## src/hdl/disparity_error_statistics_macros.svh

```systemverilog
// ---------------------------------------------------------------------------
// disparity_error_statistics_macros
// assertion macros shared by the disparity error statistics modules
// ---------------------------------------------------------------------------
`ifndef DISPARITY_ERROR_STATISTICS_MACROS_SVH
`define DISPARITY_ERROR_STATISTICS_MACROS_SVH

// condition holds at every edge out of reset
`define DES_ASSERT_ALWAYS(label, clk, rst, expr, msg) \
   label: assert property (@(posedge clk) disable iff (rst) (expr)) else $error(msg);

// consequence holds in the same cycle as the antecedent
`define DES_ASSERT_IMPLY(label, clk, rst, ante, cons, msg) \
   label: assert property (@(posedge clk) disable iff (rst) (ante) |-> (cons)) else $error(msg);

// consequence holds in the cycle after the antecedent
`define DES_ASSERT_NEXT(label, clk, rst, ante, cons, msg) \
   label: assert property (@(posedge clk) disable iff (rst) (ante) |=> (cons)) else $error(msg);

`endif

```

## src/hdl/des_pkg.sv

```systemverilog
// ---------------------------------------------------------------------------
// des_pkg
// widths, constants and word types of the disparity error statistics block
// ---------------------------------------------------------------------------
`timescale 1ns / 1ps

package des_pkg;

   // frame size and accumulator widths
   localparam int MAX_PIXELS_LOG2 = 24;
   localparam int CNT_W           = MAX_PIXELS_LOG2 + 1;
   localparam int ABS_SUM_W       = CNT_W + 16;
   localparam int SQ_SUM_W        = CNT_W + 32;

   // pixel and result widths
   localparam int DATA_W      = 16;
   localparam int DIFF_W      = DATA_W + 1;
   localparam int ERR_W       = DATA_W;
   localparam int SQE_W       = 2 * ERR_W;
   localparam int RATIO_SHIFT = 16;
   localparam int RATIO_W     = RATIO_SHIFT + 1;
   localparam int OUT_W       = 16;
   localparam int ROOT_W      = SQE_W / 2 + 1;

   // back end step counter
   localparam int STEP_W = $clog2(SQ_SUM_W);
   localparam logic [STEP_W-1:0] DIV_LAST  = STEP_W'(SQ_SUM_W - 1);
   localparam logic [STEP_W-1:0] SQRT_LAST = STEP_W'(ROOT_W - 1);

   // special values
   localparam logic [DATA_W-1:0]        PREC_RST     = 16'd16;
   localparam logic signed [DIFF_W-1:0] DIFF_POS_INF = 17'sh0FFFF;
   localparam logic signed [DIFF_W-1:0] DIFF_NEG_INF = 17'sh10000;
   localparam logic [OUT_W-1:0]         OUT_MAX      = 16'hFFFF;
   localparam logic [RATIO_W-1:0]       RATIO_ONE    = 17'h10000;

   // queue between front and back
   localparam int Q_DEPTH = 4;
   localparam int Q_AW    = $clog2(Q_DEPTH);
   localparam int Q_CW    = $clog2(Q_DEPTH + 1);

   // input word
   typedef struct packed {
      logic signed [DATA_W-1:0] disparity;
      logic                     disp_is_nan;
      logic                     disp_is_inf;
      logic signed [DATA_W-1:0] truth;
      logic                     truth_is_nan;
      logic                     truth_is_inf;
      logic                     last_pixel;
   } req_type;

   // result word
   typedef struct packed {
      logic signed [DIFF_W-1:0] diff_out;
      logic                     stats_valid;
      logic [RATIO_W-1:0]       ratio_nondense;
      logic [RATIO_W-1:0]       ratio_dense;
      logic [OUT_W-1:0]         rmse;
      logic [OUT_W-1:0]         mean_abs_error;
      logic                     infinite_error;
      logic                     no_valid_pixels;
   } rsp_type;

   // queue entry
   typedef struct packed {
      logic signed [DIFF_W-1:0] diff;
      logic                     last;
   } q_entry_type;

   // frame accumulators
   typedef struct packed {
      logic [CNT_W-1:0]     valid_cnt;
      logic [CNT_W-1:0]     nondense_cnt;
      logic [CNT_W-1:0]     correct_cnt;
      logic [ABS_SUM_W-1:0] abs_sum;
      logic [SQ_SUM_W-1:0]  sq_sum;
      logic                 inf_seen;
   } stats_type;

   // frame totals handed to the back end
   typedef struct packed {
      logic      busy;
      stats_type stats;
   } snap_type;

endpackage

```

## src/hdl/des_fifo.sv

```systemverilog
// ---------------------------------------------------------------------------
// des_fifo
// short show-ahead queue of per-pixel words between front and back end
// ---------------------------------------------------------------------------
`timescale 1ns / 1ps
`include "disparity_error_statistics_macros.svh"

module des_fifo (
   input  logic                 clock,
   input  logic                 reset,
   input  logic                 push_i,
   input  des_pkg::q_entry_type push_data_i,
   output logic                 full_o,
   input  logic                 pop_i,
   output logic                 valid_o,
   output des_pkg::q_entry_type pop_data_o
);

   des_pkg::q_entry_type          entry_ff [des_pkg::Q_DEPTH];
   logic [des_pkg::Q_AW-1:0]      wr_ptr_ff, wr_ptr_in;
   logic [des_pkg::Q_AW-1:0]      rd_ptr_ff, rd_ptr_in;
   logic [des_pkg::Q_CW-1:0]      count_ff, count_in;

   // status
   assign full_o     = (count_ff == des_pkg::Q_CW'(des_pkg::Q_DEPTH));
   assign valid_o    = (count_ff != '0);
   assign pop_data_o = entry_ff[rd_ptr_ff];

   // pointer and fill update
   always_comb begin
      wr_ptr_in = push_i ? wr_ptr_ff + 1'b1 : wr_ptr_ff;
      rd_ptr_in = pop_i ? rd_ptr_ff + 1'b1 : rd_ptr_ff;
      count_in  = count_ff;
      if (push_i && !pop_i) begin
         count_in = count_ff + 1'b1;
      end else if (pop_i && !push_i) begin
         count_in = count_ff - 1'b1;
      end
   end

   always_ff @(posedge clock) begin
      if (reset) begin
         wr_ptr_ff <= '0;
         rd_ptr_ff <= '0;
         count_ff  <= '0;
      end else begin
         wr_ptr_ff <= wr_ptr_in;
         rd_ptr_ff <= rd_ptr_in;
         count_ff  <= count_in;
      end
   end

   // entry storage
   always_ff @(posedge clock) begin
      if (push_i) begin
         entry_ff[wr_ptr_ff] <= push_data_i;
      end
   end

   `DES_ASSERT_IMPLY(a_q_no_overrun, clock, reset, push_i && !pop_i, !full_o, "queue overrun")
   `DES_ASSERT_IMPLY(a_q_no_underrun, clock, reset, pop_i, count_ff != '0, "queue underrun")

endmodule

```

## src/hdl/des_front.sv

```systemverilog
// ---------------------------------------------------------------------------
// des_front
// pixel classification and frame accumulation, two register stages
// ---------------------------------------------------------------------------
`timescale 1ns / 1ps
`include "disparity_error_statistics_macros.svh"

module des_front (
   input  logic                            clock,
   input  logic                            reset,
   input  logic                            req_valid,
   output logic                            req_ready,
   input  des_pkg::req_type                req_data,
   input  logic                            csr_we,
   input  logic [des_pkg::DATA_W-1:0]      csr_wdata,
   output logic                            q_push,
   output des_pkg::q_entry_type            q_data,
   input  logic                            q_full,
   output des_pkg::snap_type               snap,
   input  logic                            snap_release
);

   // classified pixel
   typedef struct packed {
      logic signed [des_pkg::DIFF_W-1:0] diff;
      logic [des_pkg::ERR_W-1:0]         err;
      logic                              cnt_valid;
      logic                              cnt_nd;
      logic                              correct;
      logic                              inf_err;
      logic                              last;
   } cls_type;

   // classified pixel with its squared error
   typedef struct packed {
      cls_type                    cls;
      logic [des_pkg::SQE_W-1:0]  sq;
   } sq_stage_type;

   logic [des_pkg::DATA_W-1:0]        prec_ff, prec_in;
   logic                              s1_valid_ff, s1_valid_in;
   cls_type                           s1_ff, s1_in;
   logic                              s2_valid_ff, s2_valid_in;
   sq_stage_type                      s2_ff, s2_in;
   des_pkg::stats_type                acc_ff, acc_in, acc_upd;
   des_pkg::stats_type                snap_ff, snap_in;
   logic                              snap_busy_ff, snap_busy_in;

   logic signed [des_pkg::DIFF_W-1:0] truth_ext, disp_ext, diff_raw, diff_neg;
   logic [des_pkg::ERR_W-1:0]         err_raw;
   logic                              finite, one_inf, both_inf;
   logic                              accept, s2_go, s2_free, s1_free;

   // saturating counter step
   function automatic logic [des_pkg::CNT_W-1:0] cnt_inc(
      input logic [des_pkg::CNT_W-1:0] c,
      input logic                      en
   );
      logic [des_pkg::CNT_W:0] s;
      s = {1'b0, c} + {{des_pkg::CNT_W{1'b0}}, en};
      cnt_inc = s[des_pkg::CNT_W] ? {des_pkg::CNT_W{1'b1}} : s[des_pkg::CNT_W-1:0];
   endfunction

   // saturating l1 sum
   function automatic logic [des_pkg::ABS_SUM_W-1:0] abs_add(
      input logic [des_pkg::ABS_SUM_W-1:0] a,
      input logic [des_pkg::ERR_W-1:0]     v
   );
      logic [des_pkg::ABS_SUM_W:0] s;
      s = {1'b0, a} + {{(des_pkg::ABS_SUM_W + 1 - des_pkg::ERR_W){1'b0}}, v};
      abs_add = s[des_pkg::ABS_SUM_W] ? {des_pkg::ABS_SUM_W{1'b1}}
                                      : s[des_pkg::ABS_SUM_W-1:0];
   endfunction

   // saturating l2 sum
   function automatic logic [des_pkg::SQ_SUM_W-1:0] sq_add(
      input logic [des_pkg::SQ_SUM_W-1:0] a,
      input logic [des_pkg::SQE_W-1:0]    v
   );
      logic [des_pkg::SQ_SUM_W:0] s;
      s = {1'b0, a} + {{(des_pkg::SQ_SUM_W + 1 - des_pkg::SQE_W){1'b0}}, v};
      sq_add = s[des_pkg::SQ_SUM_W] ? {des_pkg::SQ_SUM_W{1'b1}}
                                    : s[des_pkg::SQ_SUM_W-1:0];
   endfunction

   // stage handshake
   always_comb begin
      s2_go     = s2_valid_ff && !q_full && (!s2_ff.cls.last || !snap_busy_ff);
      s2_free   = !s2_valid_ff || s2_go;
      s1_free   = !s1_valid_ff || s2_free;
      req_ready = s1_free;
      accept    = req_valid && req_ready;
   end

   // tolerance register
   always_comb begin
      prec_in = csr_we ? csr_wdata : prec_ff;
   end

   // classify the incoming pixel
   always_comb begin
      truth_ext = {req_data.truth[des_pkg::DATA_W-1], req_data.truth};
      disp_ext  = {req_data.disparity[des_pkg::DATA_W-1], req_data.disparity};
      diff_raw  = truth_ext - disp_ext;
      diff_neg  = -diff_raw;
      err_raw   = diff_raw[des_pkg::DIFF_W-1] ? diff_neg[des_pkg::ERR_W-1:0]
                                              : diff_raw[des_pkg::ERR_W-1:0];
      both_inf  = req_data.truth_is_inf && req_data.disp_is_inf;
      one_inf   = req_data.truth_is_inf ^ req_data.disp_is_inf;

      s1_in.cnt_valid = !req_data.truth_is_nan;
      s1_in.cnt_nd    = !req_data.truth_is_nan && !req_data.disp_is_nan;
      finite          = s1_in.cnt_nd && !req_data.truth_is_inf && !req_data.disp_is_inf;
      s1_in.inf_err   = s1_in.cnt_nd && one_inf;
      s1_in.correct   = (s1_in.cnt_nd && both_inf)
                        || (finite && ({1'b0, err_raw} <= {1'b0, prec_ff}));
      s1_in.err       = finite ? err_raw : '0;
      s1_in.last      = req_data.last_pixel;
      if (finite) begin
         s1_in.diff = diff_raw;
      end else if (s1_in.inf_err) begin
         s1_in.diff = req_data.truth_is_inf ? des_pkg::DIFF_POS_INF : des_pkg::DIFF_NEG_INF;
      end else begin
         s1_in.diff = '0;
      end
   end

   // stage valids
   always_comb begin
      s1_valid_in = s1_free ? accept : s1_valid_ff;
      s2_valid_in = s2_free ? s1_valid_ff : s2_valid_ff;
   end

   // squared error
   always_comb begin
      s2_in.cls = s1_ff;
      s2_in.sq  = {{(des_pkg::SQE_W - des_pkg::ERR_W){1'b0}}, s1_ff.err}
                  * {{(des_pkg::SQE_W - des_pkg::ERR_W){1'b0}}, s1_ff.err};
   end

   // accumulate, hand over totals on the last pixel
   always_comb begin
      acc_upd.valid_cnt    = cnt_inc(acc_ff.valid_cnt, s2_ff.cls.cnt_valid);
      acc_upd.nondense_cnt = cnt_inc(acc_ff.nondense_cnt, s2_ff.cls.cnt_nd);
      acc_upd.correct_cnt  = cnt_inc(acc_ff.correct_cnt, s2_ff.cls.correct);
      acc_upd.abs_sum      = abs_add(acc_ff.abs_sum, s2_ff.cls.err);
      acc_upd.sq_sum       = sq_add(acc_ff.sq_sum, s2_ff.sq);
      acc_upd.inf_seen     = acc_ff.inf_seen || s2_ff.cls.inf_err;

      acc_in       = acc_ff;
      snap_in      = snap_ff;
      snap_busy_in = snap_busy_ff && !snap_release;
      if (s2_go) begin
         if (s2_ff.cls.last) begin
            acc_in       = '0;
            snap_in      = acc_upd;
            snap_busy_in = 1'b1;
         end else begin
            acc_in = acc_upd;
         end
      end
   end

   // queue word
   always_comb begin
      q_push      = s2_go;
      q_data.diff = s2_ff.cls.diff;
      q_data.last = s2_ff.cls.last;
      snap.busy   = snap_busy_ff;
      snap.stats  = snap_ff;
   end

   // control state
   always_ff @(posedge clock) begin
      if (reset) begin
         prec_ff      <= des_pkg::PREC_RST;
         s1_valid_ff  <= 1'b0;
         s2_valid_ff  <= 1'b0;
         acc_ff       <= '0;
         snap_busy_ff <= 1'b0;
      end else begin
         prec_ff      <= prec_in;
         s1_valid_ff  <= s1_valid_in;
         s2_valid_ff  <= s2_valid_in;
         acc_ff       <= acc_in;
         snap_busy_ff <= snap_busy_in;
      end
   end

   // stage payload
   always_ff @(posedge clock) begin
      if (accept) begin
         s1_ff <= s1_in;
      end
      if (s2_free && s1_valid_ff) begin
         s2_ff <= s2_in;
      end
      snap_ff <= snap_in;
   end

   `DES_ASSERT_IMPLY(a_release_when_busy, clock, reset, snap_release, snap_busy_ff,
      "totals released while none were pending")
   `DES_ASSERT_NEXT(a_frame_cleared, clock, reset, s2_go && s2_ff.cls.last,
      acc_ff.valid_cnt == '0 && acc_ff.nondense_cnt == '0 && !acc_ff.inf_seen,
      "accumulators not cleared after last pixel")

endmodule

```

## src/hdl/des_back.sv

```systemverilog
// ---------------------------------------------------------------------------
// des_back
// result formatting with shared restoring divider and bit-serial root
// ---------------------------------------------------------------------------
`timescale 1ns / 1ps
`include "disparity_error_statistics_macros.svh"

module des_back (
   input  logic                 clock,
   input  logic                 reset,
   input  logic                 q_valid,
   input  des_pkg::q_entry_type q_data,
   output logic                 q_pop,
   input  des_pkg::snap_type    snap,
   output logic                 snap_release,
   output logic                 rsp_valid,
   input  logic                 rsp_ready,
   output des_pkg::rsp_type     rsp_data
);

   typedef enum logic [3:0] {
      ST_IDLE = 4'b0001,
      ST_DIV  = 4'b0010,
      ST_SQRT = 4'b0100,
      ST_OUT  = 4'b1000
   } state_type;

   typedef enum logic [1:0] {
      OP_RATIO_ND = 2'd0,
      OP_RATIO_D  = 2'd1,
      OP_MAE      = 2'd2,
      OP_MSE      = 2'd3
   } op_type;

   state_type                              state_ff, state_in;
   op_type                                 op_ff, op_in, op_load;
   logic [des_pkg::STEP_W-1:0]             step_ff, step_in;
   logic [des_pkg::CNT_W-1:0]              rem_ff, rem_in;
   logic [des_pkg::SQ_SUM_W-1:0]           quo_ff, quo_in;
   logic [des_pkg::CNT_W-1:0]              divisor_ff, divisor_in;
   logic [des_pkg::ROOT_W:0]               sq_rem_ff, sq_rem_in;
   logic [2*des_pkg::ROOT_W-1:0]           rad_ff, rad_in;
   logic [des_pkg::ROOT_W-1:0]             root_ff, root_in;
   logic [des_pkg::RATIO_W-1:0]            ratio_nd_ff, ratio_nd_in;
   logic [des_pkg::RATIO_W-1:0]            ratio_d_ff, ratio_d_in;
   logic [des_pkg::OUT_W-1:0]              mae_ff, mae_in;
   logic [des_pkg::OUT_W-1:0]              rmse_ff, rmse_in;
   logic signed [des_pkg::DIFF_W-1:0]      diff_hold_ff, diff_hold_in;
   logic                                   rsp_valid_ff, rsp_valid_in;
   des_pkg::rsp_type                       rsp_data_ff, rsp_data_in;

   logic                                   out_free, nd_zero, v_zero;
   logic [des_pkg::SQ_SUM_W-1:0]           dvd_load;
   logic [des_pkg::CNT_W-1:0]              dsr_load;
   logic [des_pkg::CNT_W:0]                r_shift, r_sub;
   logic                                   div_ge;
   logic [des_pkg::CNT_W-1:0]              rem_step;
   logic [des_pkg::SQ_SUM_W-1:0]           quo_step;
   logic [des_pkg::ROOT_W+2:0]             s_shift, s_trial, s_sub;
   logic                                   sqrt_ge;
   logic [des_pkg::ROOT_W:0]               sq_rem_step;
   logic [des_pkg::ROOT_W-1:0]             root_step;

   assign out_free = !rsp_valid_ff || rsp_ready;
   assign nd_zero  = (snap.stats.nondense_cnt == '0);
   assign v_zero   = (snap.stats.valid_cnt == '0);

   // operand selection for the next division
   always_comb begin
      op_load = OP_RATIO_ND;
      if (state_ff == ST_DIV) begin
         case (op_ff)
            OP_RATIO_ND: op_load = OP_RATIO_D;
            OP_RATIO_D:  op_load = OP_MAE;
            OP_MAE:      op_load = OP_MSE;
            default:     op_load = OP_MSE;
         endcase
      end
      case (op_load)
         OP_RATIO_ND, OP_RATIO_D: begin
            dvd_load = {{(des_pkg::SQ_SUM_W - des_pkg::CNT_W - des_pkg::RATIO_SHIFT){1'b0}},
                        snap.stats.correct_cnt, {des_pkg::RATIO_SHIFT{1'b0}}};
         end
         OP_MAE: begin
            dvd_load = {{(des_pkg::SQ_SUM_W - des_pkg::ABS_SUM_W){1'b0}}, snap.stats.abs_sum};
         end
         default: begin
            dvd_load = snap.stats.sq_sum;
         end
      endcase
      dsr_load = (op_load == OP_RATIO_D) ? snap.stats.valid_cnt : snap.stats.nondense_cnt;
   end

   // one quotient bit per cycle
   always_comb begin
      r_shift  = {rem_ff, quo_ff[des_pkg::SQ_SUM_W-1]};
      r_sub    = r_shift - {1'b0, divisor_ff};
      div_ge   = (r_shift >= {1'b0, divisor_ff});
      rem_step = div_ge ? r_sub[des_pkg::CNT_W-1:0] : r_shift[des_pkg::CNT_W-1:0];
      quo_step = {quo_ff[des_pkg::SQ_SUM_W-2:0], div_ge};
   end

   // one root bit per cycle
   always_comb begin
      s_shift     = {sq_rem_ff, rad_ff[2*des_pkg::ROOT_W-1 -: 2]};
      s_trial     = {1'b0, root_ff, 2'b01};
      s_sub       = s_shift - s_trial;
      sqrt_ge     = (s_shift >= s_trial);
      sq_rem_step = sqrt_ge ? s_sub[des_pkg::ROOT_W:0] : s_shift[des_pkg::ROOT_W:0];
      root_step   = {root_ff[des_pkg::ROOT_W-2:0], sqrt_ge};
   end

   // sequencer
   always_comb begin
      state_in     = state_ff;
      op_in        = op_ff;
      step_in      = step_ff;
      rem_in       = rem_ff;
      quo_in       = quo_ff;
      divisor_in   = divisor_ff;
      sq_rem_in    = sq_rem_ff;
      rad_in       = rad_ff;
      root_in      = root_ff;
      ratio_nd_in  = ratio_nd_ff;
      ratio_d_in   = ratio_d_ff;
      mae_in       = mae_ff;
      rmse_in      = rmse_ff;
      diff_hold_in = diff_hold_ff;
      rsp_valid_in = rsp_valid_ff && !rsp_ready;
      rsp_data_in  = rsp_data_ff;
      q_pop        = 1'b0;
      snap_release = 1'b0;

      case (state_ff)
         ST_IDLE: begin
            if (q_valid && out_free) begin
               q_pop = 1'b1;
               if (q_data.last) begin
                  diff_hold_in = q_data.diff;
                  op_in        = op_load;
                  step_in      = '0;
                  rem_in       = '0;
                  quo_in       = dvd_load;
                  divisor_in   = dsr_load;
                  state_in     = ST_DIV;
               end else begin
                  rsp_valid_in         = 1'b1;
                  rsp_data_in          = '0;
                  rsp_data_in.diff_out = q_data.diff;
               end
            end
         end
         ST_DIV: begin
            rem_in  = rem_step;
            quo_in  = quo_step;
            step_in = step_ff + 1'b1;
            if (step_ff == des_pkg::DIV_LAST) begin
               step_in    = '0;
               rem_in     = '0;
               quo_in     = dvd_load;
               divisor_in = dsr_load;
               op_in      = op_load;
               case (op_ff)
                  OP_RATIO_ND: ratio_nd_in = quo_step[des_pkg::RATIO_W-1:0];
                  OP_RATIO_D:  ratio_d_in  = quo_step[des_pkg::RATIO_W-1:0];
                  OP_MAE: begin
                     mae_in = (|quo_step[des_pkg::SQ_SUM_W-1:des_pkg::OUT_W])
                              ? des_pkg::OUT_MAX : quo_step[des_pkg::OUT_W-1:0];
                  end
                  default: begin
                     rad_in    = quo_step[2*des_pkg::ROOT_W-1:0];
                     sq_rem_in = '0;
                     root_in   = '0;
                     state_in  = ST_SQRT;
                  end
               endcase
            end
         end
         ST_SQRT: begin
            sq_rem_in = sq_rem_step;
            root_in   = root_step;
            rad_in    = {rad_ff[2*des_pkg::ROOT_W-3:0], 2'b00};
            step_in   = step_ff + 1'b1;
            if (step_ff == des_pkg::SQRT_LAST) begin
               step_in  = '0;
               rmse_in  = root_step[des_pkg::ROOT_W-1] ? des_pkg::OUT_MAX
                                                      : root_step[des_pkg::OUT_W-1:0];
               state_in = ST_OUT;
            end
         end
         ST_OUT: begin
            if (out_free) begin
               rsp_valid_in                = 1'b1;
               rsp_data_in.diff_out        = diff_hold_ff;
               rsp_data_in.stats_valid     = 1'b1;
               rsp_data_in.ratio_nondense  = nd_zero ? '0 : ratio_nd_ff;
               rsp_data_in.ratio_dense     = v_zero ? '0 : ratio_d_ff;
               rsp_data_in.rmse            = nd_zero ? '0 :
                                             (snap.stats.inf_seen ? des_pkg::OUT_MAX : rmse_ff);
               rsp_data_in.mean_abs_error  = nd_zero ? '0 :
                                             (snap.stats.inf_seen ? des_pkg::OUT_MAX : mae_ff);
               rsp_data_in.infinite_error  = snap.stats.inf_seen;
               rsp_data_in.no_valid_pixels = nd_zero || v_zero;
               snap_release                = 1'b1;
               state_in                    = ST_IDLE;
            end
         end
         default: begin
            state_in = ST_IDLE;
         end
      endcase
   end

   // control state
   always_ff @(posedge clock) begin
      if (reset) begin
         state_ff     <= ST_IDLE;
         op_ff        <= OP_RATIO_ND;
         step_ff      <= '0;
         rsp_valid_ff <= 1'b0;
      end else begin
         state_ff     <= state_in;
         op_ff        <= op_in;
         step_ff      <= step_in;
         rsp_valid_ff <= rsp_valid_in;
      end
   end

   // datapath
   always_ff @(posedge clock) begin
      rem_ff       <= rem_in;
      quo_ff       <= quo_in;
      divisor_ff   <= divisor_in;
      sq_rem_ff    <= sq_rem_in;
      rad_ff       <= rad_in;
      root_ff      <= root_in;
      ratio_nd_ff  <= ratio_nd_in;
      ratio_d_ff   <= ratio_d_in;
      mae_ff       <= mae_in;
      rmse_ff      <= rmse_in;
      diff_hold_ff <= diff_hold_in;
      rsp_data_ff  <= rsp_data_in;
   end

   assign rsp_valid = rsp_valid_ff;
   assign rsp_data  = rsp_data_ff;

   `DES_ASSERT_IMPLY(a_totals_pending, clock, reset, state_ff != ST_IDLE, snap.busy,
      "frame statistics computed without pending totals")
   `DES_ASSERT_IMPLY(a_ratio_bound, clock, reset, rsp_valid_ff && rsp_data_ff.stats_valid,
      rsp_data_ff.ratio_dense <= des_pkg::RATIO_ONE
      && rsp_data_ff.ratio_nondense <= des_pkg::RATIO_ONE,
      "ratio above one")

endmodule

```

## src/hdl/disparity_error_statistics.sv

```systemverilog
// ---------------------------------------------------------------------------
// disparity_error_statistics
// per-pixel disparity error and per-frame correct pixel ratio, rmse and mae
// ---------------------------------------------------------------------------
//  channel   direction  ports                      word
//  req       in         req_valid/req_ready        des_pkg::req_type
//  rsp       out        rsp_valid/rsp_ready        des_pkg::rsp_type
//  csr       in         csr_we                     precision, 16 bit
//
//  a pixel word is taken every cycle while req_ready is high; its result word
//  passes two front stages, the queue and the output register
//  a last pixel holds the back end for the pop, four 57-step divisions on
//  one shared restoring divider, 17 root steps and the output cycle; the
//  front keeps taking pixels of the next frame until the queue fills or its
//  last pixel arrives
//  synchronous reset clears the counts and sets precision to 16; no sweep
// ---------------------------------------------------------------------------
`timescale 1ns / 1ps

module disparity_error_statistics (
   input  logic                       clock,
   input  logic                       reset,
   input  logic                       req_valid,
   output logic                       req_ready,
   input  des_pkg::req_type           req_data,
   output logic                       rsp_valid,
   input  logic                       rsp_ready,
   output des_pkg::rsp_type           rsp_data,
   input  logic                       csr_we,
   input  logic [des_pkg::DATA_W-1:0] csr_wdata
);

   logic                 q_push, q_full, q_pop, q_valid, snap_release;
   des_pkg::q_entry_type q_push_data, q_pop_data;
   des_pkg::snap_type    snap;

   // classification and accumulation
   des_front u_front (
      .clock        (clock),
      .reset        (reset),
      .req_valid    (req_valid),
      .req_ready    (req_ready),
      .req_data     (req_data),
      .csr_we       (csr_we),
      .csr_wdata    (csr_wdata),
      .q_push       (q_push),
      .q_data       (q_push_data),
      .q_full       (q_full),
      .snap         (snap),
      .snap_release (snap_release)
   );

   // decoupling queue
   des_fifo u_fifo (
      .clock       (clock),
      .reset       (reset),
      .push_i      (q_push),
      .push_data_i (q_push_data),
      .full_o      (q_full),
      .pop_i       (q_pop),
      .valid_o     (q_valid),
      .pop_data_o  (q_pop_data)
   );

   // statistics and output word
   des_back u_back (
      .clock        (clock),
      .reset        (reset),
      .q_valid      (q_valid),
      .q_data       (q_pop_data),
      .q_pop        (q_pop),
      .snap         (snap),
      .snap_release (snap_release),
      .rsp_valid    (rsp_valid),
      .rsp_ready    (rsp_ready),
      .rsp_data     (rsp_data)
   );

endmodule

```

## config.mk

```make
export PLATFORM = sky130hd
export DESIGN_NAME = disparity_error_statistics
export DESIGN_NICKNAME = d
export VERILOG_FILES = /design/src/hdl/des_pkg.sv /design/src/hdl/des_fifo.sv /design/src/hdl/des_front.sv /design/src/hdl/des_back.sv /design/src/hdl/disparity_error_statistics.sv
export VERILOG_INCLUDE_DIRS = /design/src /design/src/hdl
export SDC_FILE = /design/constraint.sdc
export NUM_CORES = 2
export LEC_CHECK = 0
export BUFFER_PORTS_ARGS = -buffer_cell sky130_fd_sc_hd__buf_4
export CAP_MARGIN = 40
export CORE_MARGIN = 2
export CORE_UTILIZATION = 55
export CTS_CLUSTER_SIZE = 30
export DETAILED_ROUTE_END_ITERATION = 8
export PLACE_DENSITY_LB_ADDON = 0.08
export SETUP_SLACK_MARGIN = 0.3
export SLEW_MARGIN = 20
export SYNTH_ARGS = -nofsm -noshare
export SYNTH_HDL_FRONTEND = slang
export SYNTH_SLANG_ARGS = --single-unit
```

## constraint.sdc

```tcl
create_clock -name clock -period 23.1 [get_ports clock]
set_clock_uncertainty 0.1 [all_clocks]
set_input_delay 3.465 -clock clock [delete_from_list [all_inputs] [get_ports clock]]
set_output_delay 3.465 -clock clock [all_outputs]
set_load 0.01 [all_outputs]
```

==> impl_metrics.ini <==
[run_status]
status = finished, final reports clean

[sta]
period_minus_slack_ns = 7.24
setup_viol = 0
final.setup.tns_ns = 0
fmax_ghz = 0.138
tightest_slew_ns = 0.876
slew_viol_final = 0
rsz0062_at_grt = false
period_share = 0.313
max_slew_margin = 0.416
finalHoldViolCount = 0

[power_and_ir_drop]
ir_drop_mv = 0.0597
power.density_nw_per_um2 = 101
leakagePower_uw = 0.0229

[clock_tree]
postCtsSetupBuffers = 0
numCtsBuffers = 98
clk_path_buf_depth = 3
clk_pin_slew_ns = 0.06
clkLatencyLatePin_ns = 0.69
cts_tree = built
htreeDepth = 3
cts_hold_buf = 0
cts_resized = 0
cts_num_sinks = 912
cts_root_buf = clkbuf_16

[critical_path]
arrival_ns = 7.54
cp_slowest_stage_delay_ns = 0.71
cp-startpoint = u_front.s1_ff[6]
slowest_stage = edfxtp_1
crit_buf_inv = 6
critPathTopFamily = adder cells
cp.required_ns = 23.40
r2r_start = u_front.s1_ff[6]
start_kind = register
crit_type = reg -> reg
cp_max_fo = 21
path_cells = and2_1, fa_1, inv_1, fa_1, inv_1, fa_1, inv_1, fa_1, inv_1, fa_1, inv_1, fa_1, inv_1, ha_1, a21o_1, or3_1, o211ai_1, a31oi_1, a31oi_1, o21ai_0, nand4_1, nand4b_1, a21oi_1, xnor2_1
crit_path_end_kind = register

[cells_and_area]
area_growth_syn_to_layout_pct = 11.7
layout.cells.non_filler = 6169
finish.utilization = 0.619
layout_commonest_cell = edfxtp_1
drive_gt1_frac = 0.0961
layout_common_cells = edfxtp_1 (697), nand2_1 (592), inv_1 (394)
fin_area_um2 = 56600
nNetsFinal = 5361
final.fill_count = 7385

[yosys]
synth_area_leader_cell = edfxtp_1
synth_warnings = 0
synthCells = 4791
synthDistinctLibCells = 97
synth_nets = 5256
synthTopCellsByArea = edfxtp_1 (41%), dfxtp_1 (8.5%), fa_1 (6.6%)
synth_ff_type = edfxtp_1
synth_top_cell_area_share = 0.413
syn_area_per_cell_um2 = 10.6
synth_edf_count = 697
seq_area_frac_synth = 0.498
async_flop_share = 0
ys_ff_latch = 912
synth_area_um2 = 50700

[floorplan]
die_w_um = 308
rows = 111
die-area_um2 = 94600
initial_core_util = 0.554
io_pins = 146
core_um2 = 91500
die_y_um = 308

[route]
vias = 35416
via_per_inst = 5.74
dr.first_iter.drc_count = 3220
drc_errors = 0
antenna_left = 0
wl_met2_mm = 56.2
routed_wl_mm = 119
routed.top_layer = met4
drt-met1-wl_mm = 53.9
dr.pass1.iters = 6
met3_length_mm = 5.79
wl_per_cell_um = 19.3

[worst_hold_path]
holdCritStartpoint = u_front.s1_ff[25]
hold_path_class = reg -> reg

[global_route]
antenna_found_initial = 0
first_global_vias = 34376
grt_pass1_wl_mm = 188
track_usage = 0.251
grt_max_degree = 77
gr-total-overflow = 0

[placed_design]
dp_cells = 5978
gp_congestion = 0.866
place_area_um2 = 53200
port_buffers = 145
place_hpwl_mm = 84.4

[flow_run]
max_cap_violations = 0
## worst paths after layout
kind	endpoint	slack, ns	cells past startpoint
setup / recovery	u_front.s2_ff[31]	15.86	24
hold / removal	u_front.q_data[5]	0.30	0
setup reg to reg	u_front.s2_ff[31]	15.86	24
hold reg to reg	u_front.q_data[5]	0.30	0
## cells in the mapped netlist (all sizes together) (23+ instances only)
cell type,n
edfxtp,697
nand2,592
nor2,400
inv,396
a21oi,262
o21ai,245
ha,239
dfxtp,215
fa,168
clkbuf,160
xnor2,142
and2,136
nand3,114
xor2,84
nand2b,78
and3,59
a22o,56
a22oi,55
a21o,54
nor3,51
nand4,50
a221oi,47
buf,45
mux2i,37
nor4,36
o21a,33
nor2b,32
a31oi,31
mux2,29
o31ai,23
## where the power goes
part           internal (uW)  leakage (uW)  switching, uW  total (uW)
combinational            721        0.0131           1090        1810
sequential              2140       0.00812            153        2290
clock                    956       0.00166            674        1630
## cell type report
| type | count | area (um^2) | area share |
|---|---|---|---|
| Antenna cell | 1 | 2.50 | 0.0000442 |
| Clock buffer | 135 | 2750 | 0.0486 |
| Clock inverter | 51 | 657 | 0.0116 |
| Inverter | 397 | 1500 | 0.0264 |
| Multi-Input combinational cell | 3275 | 23200 | 0.410 |
| Sequential cell | 912 | 25200 | 0.446 |
| Tap cell | 1186 | 1480 | 0.0262 |
| Timing Repair Buffer | 212 | 1750 | 0.0310 |
## routing by layer
metal  global-route usage  up-vias
met5                    0        -
met4               0.0704        0
met3               0.0290      176
met2                0.411      929
met1                0.355    17198
li1                     -    17113
## logic make-up after synthesis
group / share of synthesized area
compound gates: 0.121
xor+xnor: 0.0391
fa+ha+maj: 0.125
buf+inv: 0.0464
flops: 0.498
mux: 0.0217
simple gates: 0.149
## state kept, by name (all words and copies together), names as in the netlist, 4 cells and up, named ones only
| signal | flops |
|---|---|
| u_front.acc_ff | 174 |
| u_front.snap | 174 |
| u_back.rsp_data | 86 |
| u_fifo.entry_ff | 72 |
| u_back.quo_ff | 57 |
| u_front.s2_ff | 50 |
| u_front.s1_ff | 38 |
| u_back.rad_ff | 34 |
| u_back.divisor_ff | 25 |
| u_back.rem_ff | 25 |
| u_back.sq_rem_ff | 18 |
| u_front.q_data | 18 |
| u_back.diff_hold_ff | 17 |
| u_back.ratio_d_ff | 17 |
| u_back.ratio_nd_ff | 17 |
| u_back.root_ff | 17 |
| u_back.mae_ff | 16 |
| u_back.rmse_ff | 16 |
| u_front.prec_ff | 16 |
| u_back.step_ff | 6 |
| u_back.state_ff | 4 |
## per-stage QoR
stage / total power [uW] / hold slack (ns) / worst slack (ns)
2_1_floorplan: 3600 / 0.300 / 12.46
3_3_place_gp: 4100 / 0.303 / 15.49
3_5_place_dp: 4130 / 0.307 / 15.45
4_1_cts: 5770 / 0.300 / 15.82
5_1_grt: 6080 / 0.301 / 15.51
6_report: 5730 / 0.298 / 15.86
No activity file was read; power rests on OpenSTA's default activity.
